### config.mk
export PLATFORM = sky130hd
export DESIGN_NAME = rpfa_queue
export DESIGN_NICKNAME = d
export VERILOG_FILES = /design/src/rtl/rpfa_pkg.sv /design/src/rtl/rpfa_queue.sv
export SDC_FILE = /design/constraint.sdc
export NUM_CORES = 1
export LEC_CHECK = 0
export BUFFER_PORTS_ARGS = -buffer_cell sky130_fd_sc_hd__buf_4
export CORE_UTILIZATION = 31
export CTS_BUF_LIST = sky130_fd_sc_hd__clkbuf_4
export DETAILED_ROUTE_END_ITERATION = 8
export HOLD_SLACK_MARGIN = 0.06
export PLACE_DENSITY = 0.45
export SLEW_MARGIN = 10
export SYNTH_ARGS = -nofsm -noshare
export SYNTH_HDL_FRONTEND = slang
export SYNTH_SLANG_ARGS = --single-unit
### constraint.sdc
create_clock -name clk -period 8.35 [get_ports clk]
set_input_delay 1.2525 -clock clk [delete_from_list [all_inputs] [get_ports clk]]
set_output_delay 1.2525 -clock clk [all_outputs]
set_load 0.1 [all_outputs]
### src/rtl/rpfa_pkg.sv
`timescale 1ns / 1ps
package rpfa_pkg;

	localparam int QUEUE_DEPTH = 4;
	localparam int CFG_IDX_W   = 4;
	localparam int CFG_DATA_W  = 32;
	localparam int POS_W       = 32;
	localparam int ROT_W       = 16;

	localparam logic CMD_REF = 1'b0;
	localparam logic CMD_ODO = 1'b1;

	localparam logic [CFG_IDX_W-1:0] REG_MODE  = 4'd0;
	localparam logic [CFG_IDX_W-1:0] REG_POS_X = 4'd1;
	localparam logic [CFG_IDX_W-1:0] REG_POS_Y = 4'd2;
	localparam logic [CFG_IDX_W-1:0] REG_POS_Z = 4'd3;
	localparam logic [CFG_IDX_W-1:0] REG_ROT_W = 4'd4;
	localparam logic [CFG_IDX_W-1:0] REG_ROT_X = 4'd5;
	localparam logic [CFG_IDX_W-1:0] REG_ROT_Y = 4'd6;
	localparam logic [CFG_IDX_W-1:0] REG_ROT_Z = 4'd7;

	localparam logic signed [ROT_W-1:0] Q_ONE = 16'sd16384;

	typedef logic [2:0][POS_W-1:0] vec_t;
	typedef logic [3:0][ROT_W-1:0] quat_t;

	typedef struct packed {
		vec_t  p;
		quat_t q;
	} pose_t;

	typedef struct packed {
		logic  ref_seen;
		logic  odo_seen;
		pose_t ref_pose;
		pose_t odo_pose;
	} latch_t;

	typedef struct packed {
		logic  mode;
		pose_t off;
	} cfg_t;

	localparam pose_t POSE_IDENT = '{p: '0, q: {16'sd0, 16'sd0, 16'sd0, Q_ONE}};

	function automatic logic [POS_W-1:0] sat32(input logic signed [39:0] v);
		if (v > 40'sd2147483647) begin
			return 32'h7fffffff;
		end else if (v < -40'sd2147483648) begin
			return 32'h80000000;
		end
		return v[31:0];
	endfunction

	function automatic logic [ROT_W-1:0] clampq(input logic signed [19:0] v);
		if (v > 20'sd16384) begin
			return 16'h4000;
		end else if (v < -20'sd16384) begin
			return 16'hc000;
		end
		return v[15:0];
	endfunction

	function automatic quat_t clamp_quat(input quat_t q);
		quat_t r;
		for (int i = 0; i < 4; i++) begin
			r[i] = clampq(20'($signed(q[i])));
		end
		return r;
	endfunction

endpackage

### src/rtl/rpfa_queue.sv
`timescale 1ns / 1ps
module rpfa_queue #(
	parameter int DEPTH = rpfa_pkg::QUEUE_DEPTH
) (
	input  logic            clk,
	input  logic            arst_n,
	input  logic            push,
	input  rpfa_pkg::pose_t push_data,
	input  logic            pop,
	output rpfa_pkg::pose_t head,
	output logic            full,
	output logic            empty
);
	import rpfa_pkg::*;

	localparam int PTR_W = (DEPTH > 1) ? $clog2(DEPTH) : 1;
	localparam int CNT_W = $clog2(DEPTH + 1);

	pose_t            mem_q [DEPTH];
	logic [PTR_W-1:0] wr_ptr_q;
	logic [PTR_W-1:0] rd_ptr_q;
	logic [CNT_W-1:0] count_q;

	assign full  = (count_q == CNT_W'(DEPTH));
	assign empty = (count_q == '0);
	assign head  = mem_q[rd_ptr_q];

	always_ff @(posedge clk) begin
		if (push) begin
			mem_q[wr_ptr_q] <= push_data;
		end
	end

	always_ff @(posedge clk or negedge arst_n) begin
		if (!arst_n) begin
			wr_ptr_q <= '0;
			rd_ptr_q <= '0;
			count_q  <= '0;
		end else begin
			if (push) begin
				wr_ptr_q <= (wr_ptr_q == PTR_W'(DEPTH - 1)) ? '0 : wr_ptr_q + 1'b1;
			end
			if (pop) begin
				rd_ptr_q <= (rd_ptr_q == PTR_W'(DEPTH - 1)) ? '0 : rd_ptr_q + 1'b1;
			end
			if (push && !pop) begin
				count_q <= count_q + 1'b1;
			end else if (pop && !push) begin
				count_q <= count_q - 1'b1;
			end
		end
	end
endmodule

==> results.cfg <==
[outcome]
status = finished, final reports clean

[clock_network]
numCtsBuffers = 175
cts.sinks = 647
clockRootBuffer = clkbuf_4
cts_setup_buffers = 0
cts_tree = yes
clock_latency_ns = 0.98
clk_pin_slew_ns = 0.07
htree_levels = 4
cts.path.max_buffers = 3

[global_route]
grtUsageTotal_pct = 13.8
grt_max_degree = 82
grt_use_met3_pct = 7.19
antenna_found_initial = 9
busiest_layer = met2
gr-total-overflow = 0
gr-usage-met2_pct = 21.1
grt_pass1_vias = 12291
grt_pass1_wl_mm = 77.5
use_met1_pct = 16.2

[worst_hold_path]
worstHoldStart = push_data[145]
hold_class = in -> reg
whs_path_depth = 1
hold_end = mem_q[3][145]

[worst_setup_path]
crit_slowest_cell = buf_4
path_buf_inv = 3
timing.rr.end = mem_q[1][119]
endpoint_kind = primary output
critPathMaxFanout = 50
rr_worst_depth = 5
cp.arrival_ns = 3.71
r2r_start = wr_ptr_q[1]
cpMostUsedCell = buf_4
critical_path_class = reg -> out
start_kind = flip-flop
cpPeakStageDelay_ns = 0.72
path_cells = buf_4 -> buf_4 -> mux4_2 -> buf_4
cp.required_ns = 7.10
ff2ff_setup_slack_ns = 5.49
critical_path.top_delay_family = buffers and inverters

[die]
initial_utilization_pct = 31.4
die-area_um2 = 76800
core_area_um2 = 74700
pin_count = 326
dieHeight_um = 277
die_w_um = 277
rows = 100

[timing]
tightest_slew_ns = 0.946
rsz0062_at_grt = false
finalSetupTns_ns = 0
fmax_mhz = 201
slew_viol_final = 0
clock_skew_ns = 0.0402
maxSlewHeadroom_pct = 36.9
setup_viol = 0
hold_violations = 0
final.min_clock_period_ns = 4.96
period_share_pct = 59.5

[drt]
drt-wirelength-per-cell_um = 21.1
vias = 11120
drcViolationCount = 0
antenna_left = 0
drtIter0Drc = 487
vias_per_cell = 4.51
drtPass1Iterations = 4
wirelength_mm = 51.9

[final_layout]
final_area_um2 = 29400
fillers = 6799
syn2layout_area_growth_pct = 25.1
layout_common_cells = 640 x edfxtp_1, 340 x buf_4, 266 x clkbuf_4, 160 x mux4_2, 21 x clkinv_1
fin_cells = 2463
fin_nets = 1528
final_common_cell = edfxtp_1
layout-drive-gt1-share_pct = 53.6

[place]
place.port_buffers = 325
placedCellCount = 2148
gp_congestion = 0.686
hpwl_mm = 29.7
placed_area_um2 = 27100

[logic_synthesis]
syn_inst = 873
seq_area_frac_synth_pct = 82.6
yosys_register_bits = 647
synth.distinct_cells = 19
synth_area_um2 = 23500
ys.warnings.count = 0
syn_avg_cell_area_um2 = 26.9
syn_nets = 1044

[job]
drv_cap = 0
-- how the worst max path moves through the flow --
stage          cells past startpoint     endpoint        start  slack (ns)
2_1_floorplan                      1  mem_q[2][0]         push        2.91
3_3_place_gp                       4    head[112]  rd_ptr_q[1]        4.26
3_5_place_dp                       4    head[112]  rd_ptr_q[1]        4.25
4_1_cts                            4    head[112]  rd_ptr_q[1]        3.11
5_1_grt                            4    head[114]  rd_ptr_q[1]        3.10
6_report                           4    head[115]  rd_ptr_q[1]        3.39
-- worst reg2reg max path, delay by kind of cell (launching register included) --
kind,cells,cell delay [ns]
buf+inv,3,1.43
simple gates,1,0.46
flops,1,0.41
fa+ha+maj,1,0.14
-- cells in the mapped netlist, drive strengths merged --
cell type	count	area [µm²]
nand2	2	7.51
and2	4	25.0
clkbuf	6	22.5
fa	1	20.0
nor3	1	5.00
xnor2	1	8.76
xor2	2	17.5
mux2	3	33.8
dfrtp	7	175
o21ai	2	10.0
ha	6	75.1
mux4	160	3600
edfxtp	640	19200
nor3b	1	7.51
inv	4	15.0
nor2	3	11.3
buf	30	215
-- flip-flops by register name, indices dropped and copies added, names as in the netlist --
| name | flops |
|---|---|
| wr_ptr_q | 2 |
| mem_q | 640 |
| count_q | 3 |
| rd_ptr_q | 2 |
-- through the flow --
stage,worst slack (ns),utilization [%],hold WS (ns)
6_report,3.39,39.3,0.473
3_3_place_gp,4.26,36.2,0.476
3_5_place_dp,4.25,36.2,0.481
4_1_cts,3.11,39.3,0.290
5_1_grt,3.10,39.3,0.341
2_1_floorplan,2.91,-,0.456
-- layer usage --
layer / vias to the layer above / routed length (µm)
met2: 341 / 24600
met5: - / 106
li1: 4891 / -
met1: 5755 / 21000
met3: 117 / 4960
met4: 16 / 1170
-- cells by family after synthesis --
group	count (synthesis)	share of synthesized area [%]
flip-flops	647	82.6
multiplexers	163	15.5
buffers and inverters	40	1.08
AND/OR/NAND/NOR	11	0.240
adder cells (fa/ha/maj)	7	0.405
XOR/XNOR	3	0.112
AO/OA/AOI/OAI	2	0.0426
-- area by class of cell --
| class | instances | area, µm² | share of cell area [%] |
|---|---|---|---|
| sequential | 647 | 19400 | 66.1 |
| clock inverter | 42 | 290 | 0.988 |
| timing repair buffer | 343 | 2600 | 8.86 |
| tap | 969 | 1210 | 4.13 |
| clock buffer | 266 | 2000 | 6.80 |
| multi-input combinational | 186 | 3830 | 13.1 |
| antenna | 6 | 15.0 | 0.0511 |
| inverter | 4 | 15.0 | 0.0511 |
-- what timing repair did --
item	4_1_cts	5_1_grt
setup endpoints to repair	0	0
hold buffers	1	0
gates resized for setup	0	0
hold endpoints to repair	7	0
Power is left out: the tool's default activity adds up to more than one toggle a clock period on the data nets, which glitch-free logic cannot reach.
