`src/rtl/rpfa_pkg.sv`:
```
`timescale 1ns / 1ps
package rpfa_pkg;

	localparam int QUEUE_DEPTH = 4;
	localparam int CFG_IDX_W   = 4;
	localparam int CFG_DATA_W  = 32;
	localparam int POS_W       = 32;
	localparam int ROT_W       = 16;

	localparam logic CMD_REF = 1'b0;
	localparam logic CMD_ODO = 1'b1;

	localparam logic [CFG_IDX_W-1:0] REG_MODE  = 4'd0;
	localparam logic [CFG_IDX_W-1:0] REG_POS_X = 4'd1;
	localparam logic [CFG_IDX_W-1:0] REG_POS_Y = 4'd2;
	localparam logic [CFG_IDX_W-1:0] REG_POS_Z = 4'd3;
	localparam logic [CFG_IDX_W-1:0] REG_ROT_W = 4'd4;
	localparam logic [CFG_IDX_W-1:0] REG_ROT_X = 4'd5;
	localparam logic [CFG_IDX_W-1:0] REG_ROT_Y = 4'd6;
	localparam logic [CFG_IDX_W-1:0] REG_ROT_Z = 4'd7;

	localparam logic signed [ROT_W-1:0] Q_ONE = 16'sd16384;

	typedef logic [2:0][POS_W-1:0] vec_t;
	typedef logic [3:0][ROT_W-1:0] quat_t;

	typedef struct packed {
		vec_t  p;
		quat_t q;
	} pose_t;

	typedef struct packed {
		logic  ref_seen;
		logic  odo_seen;
		pose_t ref_pose;
		pose_t odo_pose;
	} latch_t;

	typedef struct packed {
		logic  mode;
		pose_t off;
	} cfg_t;

	localparam pose_t POSE_IDENT = '{p: '0, q: {16'sd0, 16'sd0, 16'sd0, Q_ONE}};

	function automatic logic [POS_W-1:0] sat32(input logic signed [39:0] v);
		if (v > 40'sd2147483647) begin
			return 32'h7fffffff;
		end else if (v < -40'sd2147483648) begin
			return 32'h80000000;
		end
		return v[31:0];
	endfunction

	function automatic logic [ROT_W-1:0] clampq(input logic signed [19:0] v);
		if (v > 20'sd16384) begin
			return 16'h4000;
		end else if (v < -20'sd16384) begin
			return 16'hc000;
		end
		return v[15:0];
	endfunction

	function automatic quat_t clamp_quat(input quat_t q);
		quat_t r;
		for (int i = 0; i < 4; i++) begin
			r[i] = clampq(20'($signed(q[i])));
		end
		return r;
	endfunction

endpackage

```
`src/rtl/rpfa_front.sv`:
```
`timescale 1ns / 1ps
module rpfa_front (
	input  logic                         clk,
	input  logic                         arst_n,
	input  logic                         in_valid,
	output logic                         in_stall,
	input  logic                         command,
	input  logic [rpfa_pkg::POS_W-1:0]   pos_x,
	input  logic [rpfa_pkg::POS_W-1:0]   pos_y,
	input  logic [rpfa_pkg::POS_W-1:0]   pos_z,
	input  logic [rpfa_pkg::ROT_W-1:0]   rot_w,
	input  logic [rpfa_pkg::ROT_W-1:0]   rot_x,
	input  logic [rpfa_pkg::ROT_W-1:0]   rot_y,
	input  logic [rpfa_pkg::ROT_W-1:0]   rot_z,
	input  logic                         q_full,
	output logic                         q_push,
	output rpfa_pkg::pose_t              q_data,
	output rpfa_pkg::latch_t             latch
);
	import rpfa_pkg::*;

	latch_t latch_q;
	logic   accept;
	pose_t  smp;

	assign in_stall = q_full;
	assign accept   = in_valid && !q_full;
	assign smp.p    = {pos_z, pos_y, pos_x};
	assign smp.q    = clamp_quat({rot_z, rot_y, rot_x, rot_w});
	assign q_data   = smp;
	assign q_push   = accept && (command == CMD_ODO) && latch_q.ref_seen;
	assign latch    = latch_q;

	always_ff @(posedge clk or negedge arst_n) begin
		if (!arst_n) begin
			latch_q.ref_seen <= 1'b0;
			latch_q.odo_seen <= 1'b0;
			latch_q.ref_pose <= POSE_IDENT;
			latch_q.odo_pose <= POSE_IDENT;
		end else if (accept) begin
			if (command == CMD_REF && !latch_q.ref_seen) begin
				latch_q.ref_seen <= 1'b1;
				latch_q.ref_pose <= smp;
			end
			if (command == CMD_ODO && !latch_q.odo_seen) begin
				latch_q.odo_seen <= 1'b1;
				latch_q.odo_pose <= smp;
			end
		end
	end
endmodule

```
`config.mk`:
```
export PLATFORM = sky130hd
export DESIGN_NAME = rpfa_front
export DESIGN_NICKNAME = d
export VERILOG_FILES = /design/src/rtl/rpfa_pkg.sv /design/src/rtl/rpfa_front.sv
export SDC_FILE = /design/constraint.sdc
export NUM_CORES = 1
export LEC_CHECK = 0
export ABC_AREA = 1
export BUFFER_PORTS_ARGS = -buffer_cell sky130_fd_sc_hd__buf_2
export CAP_MARGIN = 20
export CORE_AREA = 2 2 255 257
export CTS_CLUSTER_DIAMETER = 30
export CTS_CLUSTER_SIZE = 16
export DETAILED_ROUTE_END_ITERATION = 6
export DIE_AREA = 0 0 257 259
export SYNTH_ARGS = -nofsm -noshare
export SYNTH_HDL_FRONTEND = slang
export SYNTH_SLANG_ARGS = --single-unit
```
`constraint.sdc`:
```
create_clock -name clk -period 1.51 [get_ports clk]
set_clock_uncertainty 0.1 [all_clocks]
set_input_delay 0.151 -clock clk [delete_from_list [all_inputs] [get_ports clk]]
set_output_delay 0.151 -clock clk [all_outputs]
set_load 0.02 [all_outputs]
```
==> metrics.txt, run 1 <==
count leader, synth=nand2_1; Mapped Cells=between 1500 and 2000; area share of the largest cell type after synthesis=~59%; synthesis-to-layout area growth=66.74%; worst skew pair latency=~0.56 ns; htree depth=3; TritonRoute pass-1 iters=6; Total GRT Usage=14.35%; Via density=4.049; Max Cap Viol=0; sequential fraction of the synthesis area=between 50% and 60%; P_leak=about 13 nW; mean area per synthesized cell=8.750 µm²; fin nets=approximately 2600; mapped cell area=0.01367 mm²; VDD IR max=0.6794 mV; Post-DRT Antenna Nets=0; I/O pin total=approximately 650; final hold vios=0; ant diodes=0; Iter 0 DRT Violations=902; crit path DAT=between 1 and 1.5 ns; reg2reg start=latch[321]; DR WL/cell=between 15 and 20 µm; routed vias=between 10000 and 15000; final WL=50390 µm; Yosys reg bits=approximately 320; period utilisation layout=101.6%; GPL Wtd Cong=approximately 0.84; number of flops mapped to enable cells by yosys=0; CTS tree=done; Critical Path Sink Type=output pin; status=finished, violations left; worst setup margin=-0.02374 ns; GRT overflow=0; worst r2r path cells=6; Slew headroom=approximately 70%; CTS clk-pin slew, worst paths=around 0.04 ns; num rows=93; Slew Viols, Final=0; Fmax achieved=about 650 MHz; DPL Wire Length=35660 µm; Pwr Density=~1300 mW/mm²; Worst Path Max Fanout=7; clk root buf=clkbuf_16; top cells by count, synth=nand2_1, dfrtp_1, inv_1; Starting Density=about a fifth; ranking of synthesized cells by area=dfrtp_1, nand2_1, buf_4; chip height=259 µm; die width=around 260 µm; hold wc startpoint=rot_w[5]; core area=0.06388 mm²; vias in the first global route=approximately 13000; Largest register FFs=around 320; Mapped Nets=approximately 1700; Worst Hold Depth=5; largest net degree at the start of global routing=86; Crit Path Category=in -> out; Worst Tran Pin Value=0.4747 ns; ys flop type=dfrtp_1; die area=between 0.06 and 0.07 mm²; RSZ-0062 raised after global routing=yes; Distinct cells, synth=18; Clock Sinks=322; Hold Crit Class=in -> reg; Hold Path End=latch[165]; critical path startpoint category=primary input; R2R Path End=latch[312]; minimum clock period=about 1.5 ns; Util after Layout=35.67%; area leader, netlist=dfrtp_1; CTS max path bufs=3; antenna violations before repair=2; FF-to-FF setup slack=about 0.08 ns; dpl cell area=roughly 0.018 mm²; Final Setup Violations=5; failing checks=setup timing; # port buffers=~650; DRC viols=0; Req. time, crit path=roughly 1.3 ns; first-pass GRT wire length=~75000 µm; Setup TNS Final=-0.06193 ns; share of cells above drive strength 1=approximately two fifths; Final Cell Area=0.02279 mm²; CTS buffer count=77; Yosys warnings=0; Post-synth ARST share=between 90% and 100%
layout by cell type, fill, tap and decap left out, types with 3 or more instances in the layout:
cell           Yosys  final
nor2_2             1     30
xor2_1             4      4
nand3_1          112    112
clkbuf_8           0     13
clkinvlp_4         0     13
nand2_1          459    448
nor2_1            98     55
inv_2              2      8
buf_6              6     38
o21ai_1          104    105
buf_12             0     14
nand2_2            1      9
buf_8              0      3
dlygate4sd3_1      0    163
bufinv_16          0      9
buf_4            107    132
nand2_4            0      3
clkbuf_1          15     13
dfrtp_1          320    320
nor2_4             1     15
clkbuf_16          0     79
buf_2             58    586
clkinv_2           0     14
inv_1            167    156
o21ai_0          104    103
worst max-delay path, stage by stage:
cell,delay [ns]
buf_6,0.10
nor2_4,0.09
nand2_2,0.07
nor2_1,0.12
nand2_1,0.08
nand2_2,0.12
clkinvlp_4,0.24
nor2_2,0.18
buf_6,0.13
final cells by class:
type	count	area, µm²
fillers	6360	41090
inverters	169	655.6
flip-flops and latches	322	8060
well taps	855	1070
repair buffers	939	6361
multi-input cells	884	3971
clock buffers	105	2205
repair inverters	3	22.52
clock inverters	34	442.9
power by group:
group	internal, W	switching (W)	leakage (nW)	total, W
registers	0.00887	0.000114	4.41	0.00898
clock network	0.0117	0.00500	1.29	0.0167
logic	0.00123	0.00179	7.13	0.00302
worst max path at each step:
stage,to,slack [ns],start,depth (start not counted)
after global placement,q_data[13],-0.22,rot_w[15],10
after detailed placement,q_data[13],-0.21,rot_w[15],10
after global routing,q_data[43],-0.17,rot_y[0],9
final,q_data[36],-0.02,rot_y[0],9
after CTS,latch[174],-0.04,latch[174],1
after floorplan,latch[224],0.16,latch[321],5
cells by family (layout without fill, tap and decap cells):
family,count (synthesis),count (layout),share of synthesized area (%)
simple gates,672,672,19.57
buf+inv,356,1250,13.58
flops,322,322,58.98
compound gates,208,208,7.617
xor+xnor,4,4,0.2563
metrics by stage:
stage          cells  hold WS (ns)  total power [W]  setup slack, ns
6_report        3311       0.08824          0.02866         -0.02374
5_1_grt         3311       0.09653          0.02980          -0.1694
4_1_cts         3305     0.0008065          0.02886         -0.03547
3_5_place_dp    3002      -0.09854          0.01155          -0.2141
3_3_place_gp    3002      -0.09812          0.01154          -0.2176
2_1_floorplan   1562       -0.2446          0.01040           0.1575
timing repair:
action | 4_1_cts | 5_1_grt
buffers inserted | 0 | 4
hold buffers | 165 | 2
hold endpoints to repair | 643 | 17
resized for setup | 20 | 158
setup endpoints to repair | 18 | 114
gates cloned | 0 | 3
pin swaps | 2 | 40
routing by layer:
metal | global-route usage [%] | wire length [µm] | vias up
li1 | - | - | 6452
met1 | 17.03 | 20510 | 6267
met2 | 23.79 | 24270 | 565
met3 | 4.003 | 3528 | 121
met4 | 7.300 | 2062 | 2
met5 | 0 | 13 | -
(Power assumes the default switching activity.)
==> run 2, diff against run 1 <==
==> constraint.sdc (replaced) <==
create_clock -name clk -period 1.3 [get_ports clk]
set_clock_uncertainty 0.1 [all_clocks]
set_input_delay 0.13 -clock clk [delete_from_list [all_inputs] [get_ports clk]]
set_output_delay 0.13 -clock clk [all_outputs]
set_load 0.02 [all_outputs]
==> metrics.txt, run 2 (same netlist as run 1, synthesis figures left out) <==
status=finished, violations left; failing checks=setup timing; GRT overflow=0; DRC viols=0; Gate power share=around 11%; # port buffers=around 650; Req. time, crit path=around 1.7 ns; FF-to-FF setup slack=-0.24 ns; Sw Ratio=23.71%; worst r2r path cells=7; htree depth=3; Pwr Density=1442 mW/mm²; R2R Path End=latch[295]; I/O pin total=649; first-pass GRT wire length=between 70000 and 80000 µm; final hold vios=0; Total GRT Usage=between 15 and 20%; routed vias=13940; crit path DAT=between 1.5 and 2 ns; P_leak=between 10 and 15 nW; commonest non-fill, non-tap cell in the layout=buf_2; VDD IR max=0.9074 mV; CTS buffer count=79; synthesis-to-layout area growth=81.91%; Hold Crit Class=in -> async; Starting Density=a little over a fifth; antenna violations before repair=0; TritonRoute pass-1 iters=5; Final Setup Violations=roughly 700; most used cell, CP=buf_12; reg2reg start=latch[321]; Sequential Power Share=slightly below 30%; chip height=259 µm; clk root buf=clkbuf_16; worst setup margin=-0.2405 ns; DPL Wire Length=around 37000 µm; num rows=93; CTS clk-pin slew, worst paths=~0.04 ns; largest stage delay on the critical path=~0.40 ns; most frequent cells in the layout=buf_2, nand2_1, dfrtp_1; Critical Path Sink Type=flop; vias in the first global route=14160; worst skew pair latency=approximately 0.57 ns; CTS max path bufs=3; clock power share=about 60%; Worst Path Max Fanout=25; die area=approximately 0.067 mm²; period utilisation layout=118.5%; minimum clock period=1.540 ns; die width=around 260 µm; Post-DRT Antenna Nets=0; Largest register FFs=approximately 320; Crit Path Category=reg -> reg; Int Pwr=0.02736 W; final WL=54560 µm; dpl cell area=roughly 0.018 mm²; Slew headroom=between 50% and 60%; Net Switching=0.008500 W; CP max stage cell=dfrtp_2; Post-Place Setup Slack=-0.3642 ns; ant diodes=0; RSZ-0062 raised after global routing=yes; DR WL/cell=between 15 and 20 µm; largest net degree at the start of global routing=69; Fmax achieved=around 650 MHz; core area=0.06388 mm²; critical path startpoint category=flop; crit-path cells=buf_4, nor2_4, nand2_8, buf_12, buf_12, nand2_1, o21ai_0; Iter 0 DRT Violations=about 750; CP startpoint=latch[321]; Clock Sinks=~320; Post-Layout Cell Count=3397; share of cells above drive strength 1=a little over two fifths; Max Cap Viol=0; Via density=4.102; Fin Hold WS=0.04690 ns; Slew Viols, Final=0; Worst Tran Pin Value=between 0.7 and 0.8 ns; GPL Wtd Cong=~0.88; dpl cells=just over 3000; CTS tree=done; Final Cell Area=around 0.025 mm²; fin nets=2642
[run 2: cell count changes in the layout (fill, tap and decap cells not counted), moves of 12 or more]
cell	delta
clkbuf_16	+12
buf_4	+28
buf_2	-68
nor2_2	-15
nor2_4	+34
nor2_1	-19
buf_6	+96
o21ai_1	+65
o21ai_0	-69
buf_12	+12
[run 2: power groups by stage]
stage | Combinational [W] | Sequential, W | Clock [W]
floorplan | 0.00122 | 0.0109 | 0
global placement | 0.00300 | 0.0106 | 0
detailed placement | 0.00300 | 0.0106 | 0
CTS | 0.00389 | 0.0104 | 0.0219
global route | 0.00425 | 0.0105 | 0.0224
finish | 0.00398 | 0.0104 | 0.0214
[run 2: metal layers]
metal	vias up	wire length [µm]	global-route usage, %
met4	0	2350	8.026
met5	-	0	0
li1	6627	-	-
met1	6525	21210	17.22
met2	636	27020	26.12
met3	147	3987	4.364
[run 2: cell type report]
cell class | instances | area [µm²]
Timing Repair inverter | 1 | 7.507
Clock inverter | 44 | 734.5
Multi-Input combinational cell | 884 | 4252
Inverter | 169 | 658.1
Clock buffer | 102 | 2207
Sequential cell | 322 | 8063
Fill cell | 6088 | 39020
Tap cell | 855 | 1070
Timing Repair Buffer | 1020 | 7870
[run 2: critical path: cells and delay by family (launching register included)]
| family | cells | cell delay [ns] |
|---|---|---|
| buf+inv | 3 | 0.49 |
| simple gates | 3 | 0.31 |
| compound gates | 1 | 0.07 |
| flops | 1 | 0.40 |
[run 2: worst max path at each step]
stage	slack [ns]	depth (start not counted)	to
global route	-0.30	4	q_push
detailed placement	-0.36	10	q_data[8]
finish	-0.24	7	latch[295]
CTS	-0.29	4	q_push
floorplan	-0.007	6	latch[190]
global placement	-0.35	10	q_data[2]
[run 2: repair_timing]
item                                    4_1_cts  5_1_grt
pin swaps                                    35       14
hold endpoints to repair                    643        0
endpoints found under the setup margin      642      712
setup buffers                                33        4
cloned                                        2       11
hold buffers                                163        0
gates resized for setup                     349      150
[run 2: per-stage QoR]
step                power [W]  utilization [%]  setup TNS, ns
floorplan             0.01208                -        -0.1156
finish                0.03586            38.92         -64.71
global placement      0.01357            28.59         -38.25
global route          0.03713            38.92        -105.91
detailed placement    0.01357            28.59         -44.19
CTS                   0.03620            38.03         -69.99
